==> src/hw/rtl/lswp_pkg.sv <==
// ----------------------------------------------------------------------------
// lswp_pkg
// Types, register map and constants of the line-steered wheel PID block.
// ----------------------------------------------------------------------------
package lswp_pkg;

    localparam int unsigned TARGET_W = 10;
    localparam int unsigned GAIN_W   = 16;
    localparam int unsigned COUNT_W  = 10;
    localparam int unsigned PWM_W    = 8;
    localparam int unsigned STEER_W  = 4;
    localparam int unsigned ERR_W    = 17;
    localparam int unsigned INTEG_W  = 32;
    localparam int unsigned MUL_A_W  = 33;
    localparam int unsigned MUL_B_W  = 19;
    localparam int unsigned PROD_W   = MUL_A_W + MUL_B_W;
    localparam int unsigned PCT_W    = 7;
    localparam int unsigned FRAC_W   = 12;
    localparam int unsigned RECIP_SH = 24;
    localparam int unsigned REG_ADDR_W = 3;
    localparam int unsigned PADDR_W  = REG_ADDR_W + 2;
    localparam int unsigned PDATA_W  = 32;

    // ceil(2^24 / 100): exact floor division by 100 for products below 2^17
    localparam logic [MUL_B_W-1:0] RECIP_100 = 19'd167773;
    localparam logic [PCT_W-1:0]   PCT_FULL  = 7'd100;
    localparam logic [PWM_W-1:0]   PWM_MAX   = 8'd255;

    typedef enum logic [REG_ADDR_W-1:0] {
        REG_TARGET_L  = 3'd0,
        REG_TARGET_R  = 3'd1,
        REG_BALANCE_L = 3'd2,
        REG_BALANCE_R = 3'd3,
        REG_GAIN_P_L  = 3'd4,
        REG_GAIN_P_R  = 3'd5,
        REG_GAIN_I    = 3'd6,
        REG_GAIN_D    = 3'd7
    } reg_idx_t;

    localparam logic [TARGET_W-1:0] TARGET_RST    = 10'd0;
    localparam logic [GAIN_W-1:0]   BALANCE_RST   = 16'd4096;
    localparam logic [GAIN_W-1:0]   GAIN_P_L_RST  = 16'd12288;
    localparam logic [GAIN_W-1:0]   GAIN_P_R_RST  = 16'd10240;
    localparam logic [GAIN_W-1:0]   GAIN_I_RST    = 16'd82;
    localparam logic [GAIN_W-1:0]   GAIN_D_RST    = 16'd33;

    // derating percentage, 100 - 14*|steer|
    function automatic logic [PCT_W-1:0] derate_pct(input logic [2:0] mag);
        logic [PCT_W-1:0] pct;
        case (mag)
            3'd0:    pct = 7'd100;
            3'd1:    pct = 7'd86;
            3'd2:    pct = 7'd72;
            3'd3:    pct = 7'd58;
            3'd4:    pct = 7'd44;
            3'd5:    pct = 7'd30;
            3'd6:    pct = 7'd16;
            3'd7:    pct = 7'd2;
            default: pct = 7'd100;
        endcase
        return pct;
    endfunction

endpackage

==> src/hw/rtl/line_steered_wheel_pid.sv <==
// ----------------------------------------------------------------------------
// line_steered_wheel_pid
// Line-sensor steering and two truncating PID speed loops for a two-wheel drive.
// ----------------------------------------------------------------------------
// Each item is one control period: the eye pattern sets stop and steering,
// steering derates one wheel's target, the balance factor scales it, and a PID
// loop per wheel gives a duty of 0..255. All multiplications run through one shared
// 33x19 signed multiplier with a registered product, stepped by a sequencer
// through nine steps per wheel (derate, divide by 100, balance, error, P, I,
// D, sum, output). s_ready is high only while the sequencer is idle, and the
// last step waits while an earlier result is still held in the output
// register. Gains and targets are written over the APB port at byte address
// 4*index and must only change while the block idles.
// ----------------------------------------------------------------------------
module line_steered_wheel_pid
    import lswp_pkg::*;
#(
    parameter int unsigned EYE_COUNT = 8
) (
    input  logic                      aclk,
    input  logic                      aresetn,
    input  logic                      psel,
    input  logic                      penable,
    input  logic                      pwrite,
    input  logic [PADDR_W-1:0]        paddr,
    input  logic [PDATA_W-1:0]        pwdata,
    output logic [PDATA_W-1:0]        prdata,
    output logic                      pready,
    input  logic                      s_valid,
    output logic                      s_ready,
    input  logic [7:0]                s_line_eyes,
    input  logic [COUNT_W-1:0]        s_left_count,
    input  logic [COUNT_W-1:0]        s_right_count,
    output logic                      m_valid,
    input  logic                      m_ready,
    output logic [PWM_W-1:0]          m_left_pwm,
    output logic [PWM_W-1:0]          m_right_pwm,
    output logic                      m_stop_flag,
    output logic signed [STEER_W-1:0] m_steer
);

    localparam int unsigned RUN_W = $clog2(EYE_COUNT + 1) + 1;

    typedef enum logic [3:0] {
        ST_IDLE, ST_DER, ST_DIV, ST_BAL, ST_ERR, ST_P, ST_I, ST_D, ST_SUM, ST_OUT
    } state_t;

    state_t state_reg;
    logic   wheel_reg;

    logic [TARGET_W-1:0] target_l_reg, target_r_reg;
    logic [GAIN_W-1:0]   balance_l_reg, balance_r_reg;
    logic [GAIN_W-1:0]   gain_p_l_reg, gain_p_r_reg, gain_i_reg, gain_d_reg;

    logic signed [STEER_W-1:0] steer_hold_reg;
    logic signed [INTEG_W-1:0] integ_l_reg, integ_r_reg;
    logic signed [ERR_W-1:0]   last_l_reg, last_r_reg;

    logic [COUNT_W-1:0]        count_l_reg, count_r_reg;
    logic                      stop_reg;
    logic signed [PROD_W-1:0]  prod_reg;
    logic signed [PROD_W-1:0]  sum_reg;
    logic signed [ERR_W-1:0]   err_reg;
    logic signed [INTEG_W-1:0] acc_reg;
    logic [PWM_W-1:0]          lpwm_reg;

    logic                      m_valid_reg;
    logic [PWM_W-1:0]          m_left_pwm_reg, m_right_pwm_reg;
    logic                      m_stop_reg;
    logic signed [STEER_W-1:0] m_steer_reg;

    // eye decode
    logic [15:0]               eyes_wide;
    logic [EYE_COUNT-1:0]      eye_vec;
    logic                      eye_stop;
    logic [RUN_W-1:0]          lrun, rrun;
    logic signed [RUN_W:0]     steer_raw;
    logic signed [STEER_W-1:0] steer_sat;
    logic                      lgo, rgo;

    always_comb begin
        eyes_wide = {8'd0, s_line_eyes};
        lrun = '0;
        rrun = '0;
        lgo  = 1'b1;
        rgo  = 1'b1;
        for (int i = 0; i < EYE_COUNT; i++) begin
            eye_vec[i] = eyes_wide[i];
        end
        for (int i = 0; i < EYE_COUNT; i++) begin
            if (!eye_vec[i]) begin
                lgo = 1'b0;
            end
            if (lgo) begin
                lrun = lrun + 1'b1;
            end
            if (!eye_vec[EYE_COUNT-1-i]) begin
                rgo = 1'b0;
            end
            if (rgo) begin
                rrun = rrun + 1'b1;
            end
        end
        eye_stop  = (eye_vec == '1) || (eye_vec == '0);
        steer_raw = $signed({1'b0, lrun}) - $signed({1'b0, rrun});
        if (steer_raw > 7) begin
            steer_sat = 4'sd7;
        end else if (steer_raw < -7) begin
            steer_sat = -4'sd7;
        end else begin
            steer_sat = steer_raw[STEER_W-1:0];
        end
    end

    // per-wheel selection
    logic [TARGET_W-1:0]       w_target;
    logic [GAIN_W-1:0]         w_balance, w_gain_p;
    logic [COUNT_W-1:0]        w_count;
    logic signed [INTEG_W-1:0] w_integ;
    logic signed [ERR_W-1:0]   w_last;
    logic                      w_halt, w_derate;
    logic [2:0]                steer_mag;
    logic [PCT_W-1:0]          w_pct;

    always_comb begin
        w_target  = wheel_reg ? target_r_reg  : target_l_reg;
        w_balance = wheel_reg ? balance_r_reg : balance_l_reg;
        w_gain_p  = wheel_reg ? gain_p_r_reg  : gain_p_l_reg;
        w_count   = wheel_reg ? count_r_reg   : count_l_reg;
        w_integ   = wheel_reg ? integ_r_reg   : integ_l_reg;
        w_last    = wheel_reg ? last_r_reg    : last_l_reg;
        w_halt    = stop_reg || (w_target == '0);
        w_derate  = wheel_reg ? (steer_hold_reg < 0) : (steer_hold_reg > 0);
        steer_mag = steer_hold_reg[STEER_W-1] ? 3'(-steer_hold_reg) : steer_hold_reg[2:0];
        w_pct     = w_derate ? derate_pct(steer_mag) : PCT_FULL;
    end

    // shared multiplier operands
    logic signed [MUL_A_W-1:0] mul_a;
    logic signed [MUL_B_W-1:0] mul_b;
    logic signed [ERR_W:0]     err_diff;

    always_comb begin
        err_diff = $signed({err_reg[ERR_W-1], err_reg}) - $signed({w_last[ERR_W-1], w_last});
        mul_a = '0;
        mul_b = '0;
        case (state_reg)
            ST_DER: begin
                mul_a = $signed({23'd0, w_target});
                mul_b = $signed({12'd0, w_pct});
            end
            ST_DIV: begin
                mul_a = $signed({16'd0, prod_reg[16:0]});
                mul_b = $signed(RECIP_100);
            end
            ST_BAL: begin
                mul_a = $signed({23'd0, prod_reg[RECIP_SH+TARGET_W-1:RECIP_SH]});
                mul_b = $signed({3'd0, w_balance});
            end
            ST_P: begin
                mul_a = {{(MUL_A_W-ERR_W){err_reg[ERR_W-1]}}, err_reg};
                mul_b = $signed({3'd0, w_gain_p});
            end
            ST_I: begin
                mul_a = {acc_reg[INTEG_W-1], acc_reg};
                mul_b = $signed({3'd0, gain_i_reg});
            end
            ST_D: begin
                mul_a = {{(MUL_A_W-ERR_W-1){err_diff[ERR_W]}}, err_diff};
                mul_b = $signed({3'd0, gain_d_reg});
            end
            default: begin
                mul_a = '0;
                mul_b = '0;
            end
        endcase
    end

    // error and integral
    logic [13:0]               scaled;
    logic signed [ERR_W-1:0]   err_next;
    logic signed [INTEG_W:0]   acc_sum;
    logic signed [INTEG_W-1:0] acc_next;

    always_comb begin
        scaled  = prod_reg[FRAC_W+13:FRAC_W];
        acc_sum = '0;
        if (w_halt) begin
            err_next = '0;
            acc_next = '0;
        end else begin
            err_next = $signed({3'd0, scaled}) - $signed({7'd0, w_count});
            acc_sum  = $signed({w_integ[INTEG_W-1], w_integ})
                     + $signed({{(INTEG_W-ERR_W+1){err_next[ERR_W-1]}}, err_next});
            if (acc_sum[INTEG_W] != acc_sum[INTEG_W-1]) begin
                acc_next = acc_sum[INTEG_W] ? {1'b1, {(INTEG_W-1){1'b0}}}
                                            : {1'b0, {(INTEG_W-1){1'b1}}};
            end else begin
                acc_next = acc_sum[INTEG_W-1:0];
            end
        end
    end

    // duty
    logic [PROD_W-FRAC_W-1:0] duty_q;
    logic [PWM_W-1:0]         duty;

    always_comb begin
        duty_q = sum_reg[PROD_W-1:FRAC_W];
        if (sum_reg[PROD_W-1] || (sum_reg == '0)) begin
            duty = '0;
        end else if (|duty_q[PROD_W-FRAC_W-1:PWM_W]) begin
            duty = PWM_MAX;
        end else begin
            duty = duty_q[PWM_W-1:0];
        end
    end

    // configuration port
    logic     cfg_wr;
    reg_idx_t cfg_idx;

    assign cfg_wr  = psel && penable && pwrite;
    assign cfg_idx = reg_idx_t'(paddr[PADDR_W-1:2]);
    assign pready  = 1'b1;

    always_comb begin
        case (cfg_idx)
            REG_TARGET_L:  prdata = {22'd0, target_l_reg};
            REG_TARGET_R:  prdata = {22'd0, target_r_reg};
            REG_BALANCE_L: prdata = {16'd0, balance_l_reg};
            REG_BALANCE_R: prdata = {16'd0, balance_r_reg};
            REG_GAIN_P_L:  prdata = {16'd0, gain_p_l_reg};
            REG_GAIN_P_R:  prdata = {16'd0, gain_p_r_reg};
            REG_GAIN_I:    prdata = {16'd0, gain_i_reg};
            REG_GAIN_D:    prdata = {16'd0, gain_d_reg};
            default:       prdata = '0;
        endcase
    end

    logic out_free;
    logic out_load;
    assign out_free = !m_valid_reg || m_ready;
    assign out_load = (state_reg == ST_OUT) && wheel_reg && out_free;
    assign s_ready  = (state_reg == ST_IDLE);

    always_ff @(posedge aclk) begin
        if (!aresetn) begin
            state_reg      <= ST_IDLE;
            wheel_reg      <= 1'b0;
            m_valid_reg    <= 1'b0;
            steer_hold_reg <= '0;
            integ_l_reg    <= '0;
            integ_r_reg    <= '0;
            last_l_reg     <= '0;
            last_r_reg     <= '0;
            target_l_reg   <= TARGET_RST;
            target_r_reg   <= TARGET_RST;
            balance_l_reg  <= BALANCE_RST;
            balance_r_reg  <= BALANCE_RST;
            gain_p_l_reg   <= GAIN_P_L_RST;
            gain_p_r_reg   <= GAIN_P_R_RST;
            gain_i_reg     <= GAIN_I_RST;
            gain_d_reg     <= GAIN_D_RST;
        end else begin
            if (cfg_wr) begin
                case (cfg_idx)
                    REG_TARGET_L:  target_l_reg  <= pwdata[TARGET_W-1:0];
                    REG_TARGET_R:  target_r_reg  <= pwdata[TARGET_W-1:0];
                    REG_BALANCE_L: balance_l_reg <= pwdata[GAIN_W-1:0];
                    REG_BALANCE_R: balance_r_reg <= pwdata[GAIN_W-1:0];
                    REG_GAIN_P_L:  gain_p_l_reg  <= pwdata[GAIN_W-1:0];
                    REG_GAIN_P_R:  gain_p_r_reg  <= pwdata[GAIN_W-1:0];
                    REG_GAIN_I:    gain_i_reg    <= pwdata[GAIN_W-1:0];
                    REG_GAIN_D:    gain_d_reg    <= pwdata[GAIN_W-1:0];
                    default: begin
                    end
                endcase
            end

            if (out_load) begin
                m_valid_reg <= 1'b1;
            end else if (m_valid_reg && m_ready) begin
                m_valid_reg <= 1'b0;
            end

            prod_reg <= mul_a * mul_b;

            case (state_reg)
                ST_IDLE: begin
                    if (s_valid) begin
                        count_l_reg <= s_left_count;
                        count_r_reg <= s_right_count;
                        stop_reg    <= eye_stop;
                        if (!eye_stop) begin
                            steer_hold_reg <= steer_sat;
                        end
                        wheel_reg <= 1'b0;
                        state_reg <= ST_DER;
                    end
                end
                ST_DER: state_reg <= ST_DIV;
                ST_DIV: state_reg <= ST_BAL;
                ST_BAL: state_reg <= ST_ERR;
                ST_ERR: begin
                    err_reg   <= err_next;
                    acc_reg   <= acc_next;
                    state_reg <= ST_P;
                end
                ST_P: state_reg <= ST_I;
                ST_I: begin
                    sum_reg   <= prod_reg;
                    state_reg <= ST_D;
                end
                ST_D: begin
                    sum_reg   <= sum_reg + prod_reg;
                    state_reg <= ST_SUM;
                end
                ST_SUM: begin
                    sum_reg   <= sum_reg + prod_reg;
                    state_reg <= ST_OUT;
                end
                ST_OUT: begin
                    if (!wheel_reg) begin
                        integ_l_reg <= acc_reg;
                        last_l_reg  <= err_reg;
                        lpwm_reg    <= duty;
                        wheel_reg   <= 1'b1;
                        state_reg   <= ST_DER;
                    end else if (out_free) begin
                        integ_r_reg     <= acc_reg;
                        last_r_reg      <= err_reg;
                        m_left_pwm_reg  <= lpwm_reg;
                        m_right_pwm_reg <= duty;
                        m_stop_reg      <= stop_reg;
                        m_steer_reg     <= steer_hold_reg;
                        wheel_reg       <= 1'b0;
                        state_reg       <= ST_IDLE;
                    end
                end
                default: state_reg <= ST_IDLE;
            endcase
        end
    end

    assign m_valid     = m_valid_reg;
    assign m_left_pwm  = m_left_pwm_reg;
    assign m_right_pwm = m_right_pwm_reg;
    assign m_stop_flag = m_stop_reg;
    assign m_steer     = m_steer_reg;

`ifndef SYNTHESIS
    a_accept_starts_left : assert property (@(posedge aclk) disable iff (!aresetn)
        (s_valid && s_ready) |=> (state_reg == ST_DER) && !wheel_reg)
        else $error("accepted item did not start on the left wheel");

    a_steer_in_range : assert property (@(posedge aclk) disable iff (!aresetn)
        steer_hold_reg != -4'sd8)
        else $error("held steering left the range -7..7");

    a_finish_loads_result : assert property (@(posedge aclk) disable iff (!aresetn)
        (state_reg == ST_OUT && wheel_reg && out_free) |=> m_valid_reg && s_ready)
        else $error("finished item not loaded into the output register");

    a_no_overwrite : assert property (@(posedge aclk) disable iff (!aresetn)
        (m_valid_reg && !m_ready) |=> m_valid_reg && $stable(m_right_pwm_reg))
        else $error("pending result overwritten");
`endif

endmodule
==> config.mk <==
export PLATFORM = sky130hd
export DESIGN_NAME = line_steered_wheel_pid
export DESIGN_NICKNAME = d
export VERILOG_FILES = /design/src/hw/rtl/lswp_pkg.sv /design/src/hw/rtl/line_steered_wheel_pid.sv
export SDC_FILE = /design/constraint.sdc
export NUM_CORES = 2
export LEC_CHECK = 0
export BUFFER_PORTS_ARGS = -buffer_cell sky130_fd_sc_hd__buf_2
export CORE_MARGIN = 3
export CORE_UTILIZATION = 65
export CTS_CLUSTER_SIZE = 30
export DETAILED_ROUTE_END_ITERATION = 8
export HOLD_SLACK_MARGIN = 0.15
export MAX_ROUTING_LAYER = met4
export PLACE_DENSITY_LB_ADDON = 0.08
export SYNTH_ARGS = -nofsm -noshare
export SYNTH_HDL_FRONTEND = slang
export SYNTH_SLANG_ARGS = --single-unit
==> constraint.sdc <==
create_clock -name aclk -period 14.8 [get_ports aclk]
set_input_delay 2.96 -clock aclk [delete_from_list [all_inputs] [get_ports aclk]]
set_output_delay 2.96 -clock aclk [all_outputs]
set_load 0.01 [all_outputs]
==> results.sh <==
export IMPL_worstPathMaxFanout=32
export IMPL_post_synth_mux_area_share_pct=3.175
export IMPL_synth_enable_flop_cells=201
export IMPL_cts_buffers_inserted=49
export IMPL_clock_sinks=421
export IMPL_cap_viol_max_count=0
export IMPL_port_buffers=92
export IMPL_globalRouteTotalUtil_pct=36.94
export IMPL_die_area_mm2=0.07181
export IMPL_clock_tree_from_tritoncts="built"
export IMPL_synth_area_leaders="sky130_fd_sc_hd__fa_1, sky130_fd_sc_hd__edfxtp_1, sky130_fd_sc_hd__dfxtp_1, sky130_fd_sc_hd__nand2_1, sky130_fd_sc_hd__ha_1"
export IMPL_cts_repair_timing_setup_buffer_count=0
export IMPL_ios=128
export IMPL_grt_antenna_before_repair=2
export IMPL_synthCells=5127
export IMPL_avgViaCountPerCell=6.029
export IMPL_clock_insertion_delay_worst_skew_ns=0.64
export IMPL_floorplan_die_width_um=268.0
export IMPL_postSynthAreaPerCell_um2=8.702
export IMPL_synth_xor_area_share_pct=3.082
export IMPL_crit_path_top_delay_cell="sky130_fd_sc_hd__dfxtp_4"
export IMPL_grt_max_degree=135
export IMPL_run_status="finished clean"
export IMPL_layout_cells_non_filler=5992
export IMPL_final_nets=5932
export IMPL_clock_tree_root_cell="sky130_fd_sc_hd__clkbuf_16"
export IMPL_postCtsResizedCells=0
export IMPL_routed_wl_mm=125.2
export IMPL_synthesis_yosys_warnings=0
export IMPL_dpl_cell_count=5898
export IMPL_globalRouteOverflowTotal=0
export IMPL_combinational_family_with_the_most_area_after_synthesis="adder cells"
export IMPL_drt_wirelength_per_cell_um=20.90
export IMPL_detailedRoute_firstIterationViolations=3212
export IMPL_drcViolationCount=0
export IMPL_synthMostInstantiatedCell="sky130_fd_sc_hd__nand2_1"
export IMPL_synth_distinct_cells=88
export IMPL_fraction_of_the_mapped_netlist_area_in_adder_cells_pct=30.96
export IMPL_layout_core_utilization_pct=69.90
export IMPL_synth_area_mm2=0.04461
export IMPL_yosys_register_bits=421
export IMPL_synth_compound_gate_area_share_pct=14.58
export IMPL_worstSetupPathType="flip-flop to flip-flop"
export IMPL_finalCritPeriodShare_pct=72.46
export IMPL_clk_path_buf_depth=3
export IMPL_route_antenna_remaining_nets=0
export IMPL_row_count=95
export IMPL_critical_path_top_cell_by_count="sky130_fd_sc_hd__fa_1"
export IMPL_synthSimpleGateAreaFrac_pct=15.62
export IMPL_routabilityCongestion=0.9394
export IMPL_fin_worst_skew_ns=0.05724
export IMPL_final_period_minus_worst_setup_slack_ns=10.72
export IMPL_timing_final_max_slew_violations=0
export IMPL_critical_path_endpoint_category="flip-flop"
export IMPL_via_count=36124
export IMPL_floorplan_initialDensity_pct=65.96
export IMPL_die_height_um=268.0
export IMPL_postLayoutCellArea_mm2=0.04728
export IMPL_via_count_of_the_first_global_routing_pass=36381
export IMPL_floorplan_core_area_mm2=0.06763
export IMPL_static_leakage_power_uw=0.02132
export IMPL_clock_fmax_ghz=0.09324
export IMPL_worstSetupStartpointType="flip-flop"
export IMPL_ir_drop_v=0.00009530
export IMPL_place_hpwl_mm=93.82
export IMPL_area_growth_pct=5.977
export IMPL_synth_area_leader_cell="sky130_fd_sc_hd__fa_1"
export IMPL_synth_top_area_share_pct=23.87
export IMPL_worst_path_largest_cell_delay_ns=0.61
export IMPL_power_per_cell_area_mw_per_mm2=68.86
export IMPL_hold_class="flip-flop to flip-flop"
export IMPL_async_flop_share_pct=0
export IMPL_timing_final_setup_violations=0
export IMPL_drive_gt1_share_pct=6.527
export IMPL_yosys_most_used_dff="sky130_fd_sc_hd__dfxtp_1"
export IMPL_max_slew_margin_rel_pct=13.34
export IMPL_clock_tree_htree_level_count=2
export IMPL_num_fill_cells=5477
export IMPL_worst_pin_slew_ns=1.300
export IMPL_first_pass_iters=8
export IMPL_first_pass_grt_wire_length_mm=200.0
export IMPL_ys_seq_area_share_pct=23.40
export IMPL_cp_data_required_time_ns=15.13
export IMPL_clkSlewWorstSetupHoldPaths_ns=0.06
export IMPL_report_final_hold_viol_count=0
export IMPL_grt_setup_unrepaired="no"
export IMPL_placedInstanceArea_mm2=0.04570
export IMPL_netlist_top_cells_count="sky130_fd_sc_hd__nand2_1, sky130_fd_sc_hd__inv_1, sky130_fd_sc_hd__fa_1"
export IMPL_crit_arrival_ns=11.06
export IMPL_fin_tns_setup_ns=0
export IMPL_post_cts_hold_buffer_count=0
-- cell families (layout without fill, tap and decap cells) --
logic type,after synthesis,after routing
xor+xnor,157,157
mux,132,132
compound gates,963,963
fa+ha+maj,785,785
flops,421,421
simple gates,1612,1612
buf+inv,1055,1014
other cells,2,35
-- cell type report --
cell class	count	area (um^2)	area share, %
Clock buffer	58	1280	2.707
Sequential cell	421	10440	22.09
Timing Repair Buffer	153	924.6	1.956
Multi-Input combinational cell	3682	30350	64.19
Antenna cell	2	5.005	0.01059
Inverter	769	2887	6.105
Tap cell	873	1092	2.310
Clock inverter	34	299.0	0.6325
-- power breakdown --
group	switching (uW)	internal (uW)	total [uW]	leakage [uW]
clock	537	662	1200	0.000759
sequential	44.3	1250	1300	0.00368
combinational	496	262	758	0.0169
-- path summary, 6_finish.rpt --
kind / cells after the start / slack, ns / end / startpoint
worst max register to register: 37 / 4.08 / prod_reg[45] / wheel_reg
worst min-delay path: 0 / 0.42 / m_left_pwm[7] / lpwm_reg[7]
worst max-delay path: 37 / 4.08 / prod_reg[45] / wheel_reg
worst min register to register: 0 / 0.42 / m_left_pwm[7] / lpwm_reg[7]
-- layout by cell type, fill, tap and decap left out, types with 17 or more instances in the layout --
cell type and instances:
sky130_fd_sc_hd__buf_2 91, sky130_fd_sc_hd__nor4_1 25, sky130_fd_sc_hd__and3_1 17, sky130_fd_sc_hd__nand2_1 927
sky130_fd_sc_hd__buf_4 61, sky130_fd_sc_hd__a31oi_1 28, sky130_fd_sc_hd__nor3_1 28, sky130_fd_sc_hd__ha_1 252
sky130_fd_sc_hd__fa_1 532, sky130_fd_sc_hd__nand3_1 78, sky130_fd_sc_hd__nor2b_1 53, sky130_fd_sc_hd__a21o_1 122
sky130_fd_sc_hd__nand2b_1 31, sky130_fd_sc_hd__and2_1 90, sky130_fd_sc_hd__xnor2_1 90, sky130_fd_sc_hd__o21a_1 19
sky130_fd_sc_hd__a211oi_1 18, sky130_fd_sc_hd__nand4_1 34, sky130_fd_sc_hd__edfxtp_1 201, sky130_fd_sc_hd__a21boi_0 203
sky130_fd_sc_hd__a21oi_1 205, sky130_fd_sc_hd__dfxtp_1 219, sky130_fd_sc_hd__xor2_1 67, sky130_fd_sc_hd__nor2_1 276
sky130_fd_sc_hd__o21ai_0 154, sky130_fd_sc_hd__conb_1 33, sky130_fd_sc_hd__o21bai_1 24, sky130_fd_sc_hd__mux2_2 46
sky130_fd_sc_hd__a221oi_1 33, sky130_fd_sc_hd__clkbuf_16 49, sky130_fd_sc_hd__inv_1 769, sky130_fd_sc_hd__mux2i_1 83
-- routing by layer --
layer / up-vias / wire length, um / global-route usage [%]
met4: 0 / 7057 / 17.57
met3: 380 / 12370 / 7.123
li1: 16488 / - / -
met5: - / 0 / -
met2: 1632 / 55490 / 55.79
met1: 17624 / 50290 / 48.36
-- critical path, delay by kind of cell, from the launching register on --
family	cells	cell delay, ns
multiplexers	1	0.35
AND/OR/NAND/NOR	5	0.94
AO/OA/AOI/OAI	16	4.14
XOR/XNOR	1	0.08
flip-flops	1	0.61
buffers and inverters	6	0.60
adder cells (fa/ha/maj)	8	3.70
-- per-stage QoR --
step	worst slack (ns)	hold slack, ns	power [uW]
after floorplan	4.362	0.4003	1827
after global placement	4.455	0.4018	2045
after detailed placement	4.290	0.4045	2057
after CTS	4.257	0.4164	3251
after global routing	3.520	0.4252	3390
final	4.075	0.4157	3256
Note: power is estimated with default switching activity, not from simulation.
